$ cat config.mk
export PLATFORM = sky130hd
export DESIGN_NAME = bate_div
export DESIGN_NICKNAME = d
export VERILOG_FILES = /design/src/rtl/bate_div.sv
export SDC_FILE = /design/constraint.sdc
export NUM_CORES = 1
export LEC_CHECK = 0
export BUFFER_PORTS_ARGS = -buffer_cell sky130_fd_sc_hd__buf_2
export CORE_MARGIN = 2
export CORE_UTILIZATION = 31
export CTS_CLUSTER_SIZE = 14
export DETAILED_ROUTE_END_ITERATION = 10
export PLACE_DENSITY = 0.5
export SYNTH_ARGS = -nofsm -noshare
export SYNTH_HDL_FRONTEND = slang
export SYNTH_SLANG_ARGS = --single-unit
$ cat constraint.sdc
create_clock -name clk -period 7.73 [get_ports clk]
set_clock_uncertainty 0.05 [all_clocks]
set_input_delay 0.3865 -clock clk [delete_from_list [all_inputs] [get_ports clk]]
set_output_delay 0.3865 -clock clk [all_outputs]
set_load 0.005 [all_outputs]
$ cat src/rtl/bate_div.sv
module bate_div #(
    parameter int NW  = 41,
    parameter int DVW = 9
) (
    input  logic                 clk,
    input  logic                 rst_n,
    input  logic                 start,
    input  logic signed [NW-1:0] dividend,
    input  logic [DVW-1:0]       divisor,
    output logic                 done,
    output logic signed [NW-1:0] quotient
);

    localparam int CNW = $clog2(NW + 1);

    logic [NW-1:0]  q_reg, q_next;
    logic [DVW-1:0] rem_reg, rem_next;
    logic [DVW-1:0] dvs_reg, dvs_next;
    logic [CNW-1:0] cnt_reg, cnt_next;
    logic           neg_reg, neg_next;
    logic           busy_reg, busy_next;
    logic           done_reg, done_next;
    logic [DVW:0]   rem_sh;

    always_comb
    begin
        q_next    = q_reg;
        rem_next  = rem_reg;
        dvs_next  = dvs_reg;
        cnt_next  = cnt_reg;
        neg_next  = neg_reg;
        busy_next = busy_reg;
        done_next = 1'b0;
        rem_sh    = {rem_reg, q_reg[NW-1]};
        if (start)
        begin
            neg_next  = dividend[NW-1];
            q_next    = dividend[NW-1] ? NW'(-dividend) : dividend;
            rem_next  = '0;
            dvs_next  = divisor;
            cnt_next  = CNW'(NW);
            busy_next = 1'b1;
        end
        else if (busy_reg)
        begin
            if (rem_sh >= {1'b0, dvs_reg})
            begin
                rem_next = DVW'(rem_sh - {1'b0, dvs_reg});
                q_next   = {q_reg[NW-2:0], 1'b1};
            end
            else
            begin
                rem_next = rem_sh[DVW-1:0];
                q_next   = {q_reg[NW-2:0], 1'b0};
            end
            cnt_next = cnt_reg - 1'b1;
            if (cnt_reg == CNW'(1))
            begin
                busy_next = 1'b0;
                done_next = 1'b1;
            end
        end
    end

    always_ff @(posedge clk or negedge rst_n)
    begin
        if (!rst_n)
        begin
            busy_reg <= 1'b0;
            done_reg <= 1'b0;
            cnt_reg  <= '0;
        end
        else
        begin
            busy_reg <= busy_next;
            done_reg <= done_next;
            cnt_reg  <= cnt_next;
        end
    end

    always_ff @(posedge clk)
    begin
        q_reg   <= q_next;
        rem_reg <= rem_next;
        dvs_reg <= dvs_next;
        neg_reg <= neg_next;
    end

    assign done     = done_reg;
    assign quotient = neg_reg ? -$signed(q_reg) : $signed(q_reg);

endmodule

# Word-level counts from Yosys, hierarchy flattened
# Index checks and enable logic that the tools add are counted.
# Widths: inputs -> output; s select.
[totals]
in_bits = 53
regBits = 68
word_cells = 28
[op_classes]
addsub = 4
n_eq_ne = 1
magnitude_cmp = 1
n_reduce_logical = 1
muxes = 14
[ops]
columns = ["operator", "count"]
rows = [
  ["$mux 41", 4],
  ["$neg 41->41", 2],
  ["$mux 6", 2],
  ["$ge 10x9->1", 1],
  ["$mux 9", 1],
  ["$sub 9x9->9", 1],
  ["$mux 1", 7],
  ["$eq 6x1->1 const B", 1],
  ["$sub 6x1->6 const B", 1],
  ["$reduce_bool 2->1", 1],
]

# Longest topological paths before layout
# Gate-level depths: netlist of the first run.
[depth]
word_depth = 4
depth_mapped = 10
ltp_nobuf = 10

# Worst setup path before layout of the first run
# No wires, ideal clock.
[synth_timing]
path_kind = "register -> output"
startpoint = "register q_reg[10]"
endpoint = "output quotient[40]"
slack_ns = 4.649
t_arrival_ns = 2.644
path_stages_with_launch = 7
path_buffers = 0
t_required_ns = 7.293
path_cell_list = "edfxtp_1 -> or4_4 -> or3_4 -> or4_4 -> or4_4 -> o41ai_2 -> xnor2_1"
[synth_between]
elab_chain_cells = 2
[synth_lines]
columns = ["element", "line_no", "source"]
rows = [
  ["start, declared", "16", "logic [NW-1:0] q_reg, q_next;"],
  ["start signal, assigned", "83", "q_reg <= q_next;"],
  ["$neg 41->41", "90", "assign quotient = neg_reg ? -$signed(q_reg) : $signed(q_reg);"],
  ["$mux 41", "90", ""],
  ["end, declared", "11", "output logic signed [NW-1:0] quotient"],
]
# Every way passes these cells.

# Worst setup path in the final report of the first run
[layout_timing]
startpoint = "register q_reg[9]"
endpoint = "output quotient[40]"
# Same word-level chain as after synthesis.

==> results_dict.tcl, run 1 <==
set metrics [dict create \
    synth_edf_count 51 \
    antenna_found_initial 0 \
    setup_viol 0 \
    setup_slack_ns 3.99 \
    relSlewSlack_pct 27.4 \
    cp-start-kind "flop" \
    cts_buffers 9 \
    async_flop_share_pct 11.8 \
    wl_per_cell_um 16.1 \
    synth.distinct_cells 53 \
    fmax_mhz 267 \
    drt-total-wl_um 13100 \
    synthFlopType "edfxtp_1" \
    p_leak_nw 2.21 \
    dpl_cell_area_um2 5470 \
    path_buf_inv 1 \
    period_needed_ns 3.74 \
    drtIter0Drc 280 \
    path_delay_family "simple AND/OR/NAND/NOR gates" \
    io_buffers 94 \
    crit_top_cell "or4_4" \
    tightest_slew_ns 1.09 \
    final_net_count 684 \
    final_util_pct 38.0 \
    die_x_um 129 \
    first_global_vias 4088 \
    clockRootBuffer "clkbuf_16" \
    avgSynthCellArea_um2 9.10 \
    gr-total-overflow 0 \
    dp.cells 793 \
    dp_slack_ns 4.38 \
    synth_common_cells "nor2_1 (58), xnor2_1 (52), edfxtp_1 (51)" \
    hpwl_um 9740 \
    synth_seq_cells 68 \
    ant_nets 0 \
    seq_area_frac_synth_pct 39.6 \
    power_density_nw_per_um2 236 \
    drv_cap 0 \
    area_growth_pct 19.4 \
    route.detailed.drc 0 \
    status "finished, final reports clean" \
    syn_nets 598 \
    fp.coreArea_um2 15200 \
    syn_inst 531 \
    peakVddDrop_mv 0.111 \
    largest_reg_flops 41 \
    groute.usage.overall_pct 16.1 \
    holdWs_ns 0.169 \
    hold_path_class "primary input to flop" \
    drive_gt1_share_pct 21.5 \
    yosys_warnings 0 \
    synth_top_area_share_pct 31.7 \
    num_rows 45 \
    synthMostInstantiatedCell "nor2_1" \
    cp_cell_sequence "or4_4 -> or3_4 -> or4_4 -> or4_4 -> o41ai_2 -> xnor2_1 -> buf_2" \
    vias 4246 \
    netlist.top_cell.by_area "edfxtp_1" \
    rsz0062_at_grt "false" \
    cts.path.max_buffers 2 \
    worstSetupPathType "flop to output pin" \
    die_y_um 129 \
    synth_area_um2 4830 \
    io_pins 95 \
    fin_crit_sh_pct 48.4 \
    fin_total_pwr_mw 1.36 \
    viasPerCell 5.24 \
    clk_pin_slew_ns 0.05 \
    clk_latency_ns 0.34 \
    dr.pass1.iters 5 \
    tns_ns 0 \
    synth_area_leaders "edfxtp_1 (32%), xnor2_1 (9.4%), xor2_1 (6.2%), nor2_1 (4.5%), a21oi_1 (4.1%)" \
    start_util_pct 31.8 \
    cts_sinks 68 \
    cts_tree "built" \
    htree_num_levels 3 \
    place.gp.congestion 0.852 \
    critPathSlowestCell "or4_4" \
    grt_max_degree 80 \
    max_stage_delay_ns 0.56 \
    antenna_cells 0 \
    finalNonFillerCells 810 \
    crit_fanout 5 \
    arrival_ns 3.30 \
    fillers 1533 \
    end_kind "output pin" \
    grt_pass1_wl_um 20700 \
    finalInstanceArea_um2 5770 \
    hold_viol 0 \
    slew_viol_final 0 \
    die_area_um2 16600 \
    required_ns 7.29 \
]
==> kinds of logic (layout without fill, tap and decap cells) <==
family                   count (synthesis)  in the layout  share of synthesized area [%]
AND/OR/NAND/NOR                        181            181                           18.5
AO/OA/AOI/OAI                          129            129                           17.2
XOR/XNOR                                86             86                           15.6
flip-flops                              68             68                           39.6
buffers and inverters                   45            136                           3.57
adder cells (fa/ha/maj)                 14             14                           3.78
multiplexers                             8              8                           1.81
==> worst paths after layout <==
check	cells after the start	startpoint	end	slack (ns)
min	1	divisor[0]	dvs_reg[0]	0.17
max	7	q_reg[9]	quotient[40]	3.99
min reg2reg	2	rem_reg[8]	rem_reg[8]	0.41
min in group asynchronous	2	rst_n	cnt_reg[1]	0.37
max in group asynchronous	2	rst_n	cnt_reg[0]	7.10
max reg2reg	10	q_reg[40]	rem_reg[2]	4.92
==> layout by cell type, fill, tap and decap left out, drive strengths merged, types with 2 or more instances in the layout <==
master	instances
xor2	34
nand2	45
nand3	8
or4	12
a21oi	40
clkbuf	12
nor2	58
buf	96
o21ai	33
xnor2	52
dfrtp	8
o41ai	15
mux2	6
or2	7
mux2i	2
dfxtp	9
a311oi	4
nand4	4
clkinv	4
edfxtp	51
o21a	3
o221ai	2
ha	13
a21o	2
nor4	9
nor2b	2
nand2b	6
o31ai	20
nand3b	3
or3	13
nor3	11
inv	22
==> power by group <==
group | internal (mW) | switching, mW
clock network | 0.243 | 0.159
logic | 0.207 | 0.228
registers | 0.460 | 0.0662
total | 0.910 | 0.454
==> per-layer routing <==
metal | vias to the layer above | part of all wire (%) | GRT usage [%]
met2 | 116 | 48 | 27.0
met1 | 1998 | 44 | 19.9
met5 | - | 0 | 0
li1 | 2109 | - | -
met4 | 0 | 2.2 | 6.65
met3 | 23 | 5.9 | 3.95
==> layout make-up <==
type / count / area (µm²) / share of cell area (%)
multi-input cells: 418 / 2750 / 47.7
flip-flops and latches: 68 / 1910 / 33.1
repair buffers: 97 / 495 / 8.59
clock buffers: 12 / 268 / 4.64
well taps: 188 / 235 / 4.08
inverters: 23 / 86.3 / 1.50
clock inverters: 4 / 21.3 / 0.369
==> timing repair <==
action                                 4_1_cts  5_1_grt
endpoints found under the hold margin        8        0
hold buffers                                 1        0
gates resized for setup                      0        0
setup buffers                                0        0
No activity file was read; power rests on OpenSTA's default activity.
==> run 2: changes to the inputs <==
--- a/config.mk
+++ b/config.mk
@@ -10,7 +10,7 @@
 export CORE_UTILIZATION = 31
 export CTS_CLUSTER_SIZE = 14
 export DETAILED_ROUTE_END_ITERATION = 10
-export PLACE_DENSITY = 0.5
+export PLACE_DENSITY = 0.52
 export SYNTH_ARGS = -nofsm -noshare
 export SYNTH_HDL_FRONTEND = slang
 export SYNTH_SLANG_ARGS = --single-unit
==> constraint.sdc (replaced) <==
create_clock -name clk -period 3.01 [get_ports clk]
set_clock_uncertainty 0.05 [all_clocks]
set_input_delay 0.1505 -clock clk [delete_from_list [all_inputs] [get_ports clk]]
set_output_delay 0.1505 -clock clk [all_outputs]
set_load 0.005 [all_outputs]
==> run 2 against run 1 <==
Net effect: the run now ends with negative setup slack left; clock-buffer cell count increased by 1; global-route usage up 0.21 points; die area is the same; worst hold slack lost 0.034 ns; combinational power grew to 2.9 times the previous value; critical path depth stayed put; flip-flop and latch count unchanged; utilization increased by 3.7 points; via count increased by 4.7%; sequential power rose to 2.5 times the previous value; largest cell class unchanged.
==> results_dict.tcl, run 2 (synthesis gave the netlist of run 1 again) <==
set metrics [dict create \
    dpl_cell_area_um2 5690 \
    ant_nets 0 \
    largest_reg_flops 41 \
    peakVddDrop_mv 0.256 \
    fp.coreArea_um2 15200 \
    io_pins 95 \
    relSlewSlack_pct 42.6 \
    tightest_slew_ns 0.862 \
    dr.pass1.iters 4 \
    htree_num_levels 3 \
    antenna_cells 0 \
    clockRootBuffer "clkbuf_16" \
    cts_sinks 68 \
    cts_tree "built" \
    cp-start-kind "flop" \
    vias 4447 \
    place.gp.congestion 0.826 \
    num_rows 45 \
    cts_buffers 9 \
    required_ns 2.81 \
    wl_per_cell_um 15.7 \
    worst_r2r_startpoint "q_reg[40]" \
    final_cell_mix "buf_2 (94), nor2_1 (58), xnor2_1 (52), edfxtp_1 (51), buf_4 (41)" \
    setup_slack_ns -0.364 \
    first_global_vias 4223 \
    finalInstanceArea_um2 6330 \
    cp-startpoint "q_reg[10]" \
    hpwl_um 9890 \
    fin_total_pwr_mw 3.54 \
    dp.cells 822 \
    start_util_pct 31.8 \
    period_needed_ns 3.37 \
    rsz0062_at_grt "true" \
    slew_viol_final 0 \
    worstSetupPathType "flop to output pin" \
    crit_fanout 3 \
    clk_latency_ns 0.34 \
    power_density_nw_per_um2 560 \
    dp_slack_ns -0.0136 \
    hold_path_class "primary input to asynchronous set/reset pin" \
    fmax_mhz 296 \
    die_y_um 129 \
    route.detailed.drc 0 \
    holdWs_ns 0.135 \
    end_kind "output pin" \
    arrival_ns 3.17 \
    cts.path.max_buffers 2 \
    antenna_found_initial 2 \
    area_growth_pct 31.0 \
    fin_crit_sh_pct 112 \
    final_net_count 735 \
    violations "negative setup slack" \
    viasPerCell 5.16 \
    p_leak_nw 2.55 \
    io_buffers 94 \
    drt-total-wl_um 13500 \
    gr-total-overflow 0 \
    grt_pass1_wl_um 21300 \
    die_x_um 129 \
    drive_gt1_share_pct 28.5 \
    die_area_um2 16600 \
    final_common_cell "buf_2" \
    groute.usage.overall_pct 16.3 \
    drtIter0Drc 271 \
    hold_viol 0 \
    tns_ns -2.83 \
    setup_viol 16 \
    grt_max_degree 52 \
    final_util_pct 41.7 \
    finalNonFillerCells 861 \
    status "finished with violations" \
    drv_cap 0 \
    clk_pin_slew_ns 0.05 \
]
run 2: changes by cell type in the layout (fill, tap and decap cells not counted), moves of 3 or more:
| cell | before | now |
|---|---|---|
| o21ai_0 | 33 | 30 |
| o41ai_4 | 0 | 4 |
| dlygate4sd3_1 | 1 | 10 |
| nand2_1 | 44 | 40 |
| o41ai_1 | 14 | 11 |
| o31ai_1 | 20 | 17 |
| nor4_1 | 9 | 6 |
| or3_4 | 1 | 4 |
| nand2_2 | 1 | 4 |
| buf_6 | 0 | 3 |
| buf_4 | 2 | 41 |
run 2: timing repair:
action                                  4_1_cts  5_1_grt
hold endpoints to repair                     17        0
hold buffers                                 10        0
cloned                                        0        0
endpoints found under the setup margin       13       18
pin swaps                                     8       13
buffers inserted                              6        7
gates resized for setup                      22       12
run 2: report_power, final:
part | switching (mW) | leakage, nW | internal (mW)
Clock | 0.391 | 0.131 | 0.575
Combinational | 0.640 | 1.73 | 0.604
Sequential | 0.154 | 0.686 | 1.18
run 2: worst max-delay path: stages, from the launching register on:
cell and delay [ns]:
edfxtp_1 0.38, or4_4 0.56, or3_4 0.36, or4_4 0.53, or4_4 0.47, o41ai_4 0.26, xnor2_1 0.15, buf_2 0.13
run 2: layer usage:
layer	up-vias	GRT usage, %	wire [µm]	part of all wire, %
met5	-	0	0	0
li1	2214	-	-	-
met4	0	6.39	263	1.9
met1	2099	20.9	6150	45
met3	21	3.53	673	5.0
met2	113	27.0	6430	48
run 2: final cells by class:
cell class | instances | area (µm²)
flip-flops and latches | 68 | 1910
clock buffers | 13 | 250
repair buffers | 148 | 912
fillers | 1472 | 8870
clock inverters | 3 | 13.8
well taps | 188 | 235
inverters | 23 | 86.3
multi-input cells | 418 | 2920
run 2: path summary, 6_finish.rpt:
check | to | slack, ns | cells past startpoint
setup reg to reg | rem_reg[8] | 0.48 | 11
setup / recovery | quotient[40] | -0.36 | 7
min in group clk | q_reg[37] | 0.14 | 2
max in group asynchronous | cnt_reg[2] | 2.60 | 2
hold / removal | cnt_reg[5] | 0.13 | 2
hold reg to reg | rem_reg[8] | 0.42 | 2
==> run 3: changes to the inputs <==
--- a/config.mk
+++ b/config.mk
@@ -8,7 +8,6 @@
 export BUFFER_PORTS_ARGS = -buffer_cell sky130_fd_sc_hd__buf_2
 export CORE_MARGIN = 2
 export CORE_UTILIZATION = 31
-export CTS_CLUSTER_SIZE = 14
 export DETAILED_ROUTE_END_ITERATION = 10
 export PLACE_DENSITY = 0.52
 export SYNTH_ARGS = -nofsm -noshare
==> constraint.sdc (replaced) <==
create_clock -name clk -period 3.01 [get_ports clk]
set_clock_uncertainty 0.05 [all_clocks]
set_input_delay 0.1505 -clock clk [delete_from_list [all_inputs] [get_ports clk]]
set_output_delay 0.1505 -clock clk [all_outputs]
set_load 0.1 [all_outputs]
==> run 3 against run 2 <==
Net effect: combinational power grew 110%; the run still ends with negative setup slack left; power grew 42%; setup slack lost 0.17 ns; critical endpoint unchanged; critical path depth grew 1.
==> results_dict.tcl, run 3 (synthesis gave the netlist of run 1 again) <==
set metrics [dict create \
    status "finished with violations" \
    violations "negative setup slack" \
    hold_path_class "primary input to asynchronous set/reset pin" \
    period_needed_ns 3.54 \
    drive_gt1_share_pct 33.5 \
    drtIter0Drc 212 \
    r2r-end "rem_reg[2]" \
    fp.coreArea_um2 15200 \
    crit_fanout 2 \
    start_util_pct 31.8 \
    hpwl_um 10500 \
    area_growth_pct 51.0 \
    final_util_pct 48.0 \
    io_buffers 94 \
    fin_crit_sh_pct 118 \
    dp.cells 835 \
    required_ns 2.81 \
    die_x_um 129 \
    clkPwrFrac_pct 22.5 \
    largest_reg_flops 41 \
    relSlewSlack_pct 52.5 \
    worstSetupPathType "flop to output pin" \
    finalNonFillerCells 872 \
    place.gp.congestion 0.844 \
    final_common_cell "buf_2" \
    grt_max_degree 45 \
    pwr-share-comb_pct 51.2 \
    clockRootBuffer "clkbuf_16" \
    die_y_um 129 \
    fin_total_pwr_mw 5.04 \
    worst_r2r_startpoint "q_reg[40]" \
    slew_viol_final 0 \
    groute.usage.overall_pct 17.3 \
    dp_slack_ns -0.215 \
    ff2ff_path_depth 11 \
    cts_tree "built" \
    antenna_cells 0 \
    cp-start-kind "flop" \
    wl_per_cell_um 16.0 \
    tightest_slew_ns 0.713 \
    viasPerCell 5.15 \
    peakVddDrop_mv 0.367 \
    die_area_um2 16600 \
    cts_buffers 9 \
    reg2reg_slack_ns 0.60 \
    cts.path.max_buffers 2 \
    antenna_found_initial 0 \
    grt_pass1_wl_um 22500 \
    final_cell_mix "buf_2 (65), nor2_1 (58), edfxtp_1 (51), buf_4 (49), a21oi_1 (40)" \
    htree_num_levels 3 \
    dr.pass1.iters 6 \
    end_kind "output pin" \
    power_density_nw_per_um2 691 \
    clk_latency_ns 0.35 \
    setup_slack_ns -0.532 \
    route.detailed.drc 0 \
    clk_pin_slew_ns 0.06 \
    first_global_vias 4503 \
    rsz0062_at_grt "true" \
    cts_sinks 68 \
    p_switching_mw 2.17 \
    io_pins 95 \
    cp-startpoint "q_reg[7]" \
    fillers 1373 \
    arrival_ns 3.34 \
    ant_nets 0 \
    p_leak_nw 2.96 \
    p_int_mw 2.87 \
    setup_viol 24 \
    drt-total-wl_um 13900 \
    fmax_mhz 282 \
    final_net_count 746 \
    gr-total-overflow 0 \
    num_rows 45 \
    hold_viol 0 \
    vias 4494 \
    drv_cap 0 \
    power_frac_seq_pct 26.3 \
    switching_share_pct 43.0 \
]
run 3: per-stage QoR:
stage / hold WS (ns) / setup TNS, ns / cell area (µm²)
CTS: 0.120 / -3.70 / 7010
global placement: -0.0508 / -0.190 / 6320
finish: 0.126 / -4.69 / 7300
detailed placement: -0.0413 / -0.215 / 6320
floorplan: -0.195 / -0.217 / 4940
global route: 0.158 / -6.99 / 7300
run 3: critical path, cell delays in order (launching register included):
cell and delay (ns):
edfxtp_1 0.39, or4_4 0.57, or3_4 0.34, or4_4 0.52
or4_4 0.47, o41ai_4 0.22, buf_4 0.16, xnor2_2 0.13
buf_12 0.20
run 3: how the worst max path moves through the flow:
stage	endpoint	slack, ns	cells past startpoint
floorplan	quotient[40]	-0.21	6
global placement	quotient[40]	-0.19	8
detailed placement	quotient[40]	-0.22	8
CTS	quotient[40]	-0.56	8
global route	quotient[40]	-0.62	8
finish	quotient[40]	-0.53	8
run 3: area by class of cell:
type	instances	area, µm²	area share, %
Tap cell	188	235	3.22
Clock buffer	11	233	3.19
Sequential cell	68	1910	26.2
Clock inverter	5	76.3	1.05
Multi-Input combinational cell	418	3230	44.3
Timing Repair Buffer	159	1520	20.9
Inverter	23	86.3	1.18
run 3: repair_timing:
action	4_1_cts	5_1_grt
setup buffers	7	5
gates resized for setup	43	45
hold buffers	10	0
endpoints found under the setup margin	18	26
endpoints found under the hold margin	17	0
pin swaps	12	15
run 3: power groups by stage:
stage | Clock, mW | Sequential, mW | Combinational [mW]
2_1_floorplan | 0 | 1.32 | 1.71
3_3_place_gp | 0 | 1.32 | 2.42
3_5_place_dp | 0 | 1.33 | 2.45
4_1_cts | 1.15 | 1.32 | 2.51
5_1_grt | 1.19 | 1.35 | 2.74
6_report | 1.13 | 1.33 | 2.58
run 3: metal layers:
| metal | GRT usage, % | share of wire, % | vias up |
|---|---|---|---|
| li1 | - | - | 2247 |
| met1 | 22.3 | 45 | 2113 |
| met2 | 28.4 | 48 | 109 |
| met3 | 2.66 | 3.9 | 25 |
| met4 | 8.31 | 2.5 | 0 |
| met5 | 0 | 0 | - |
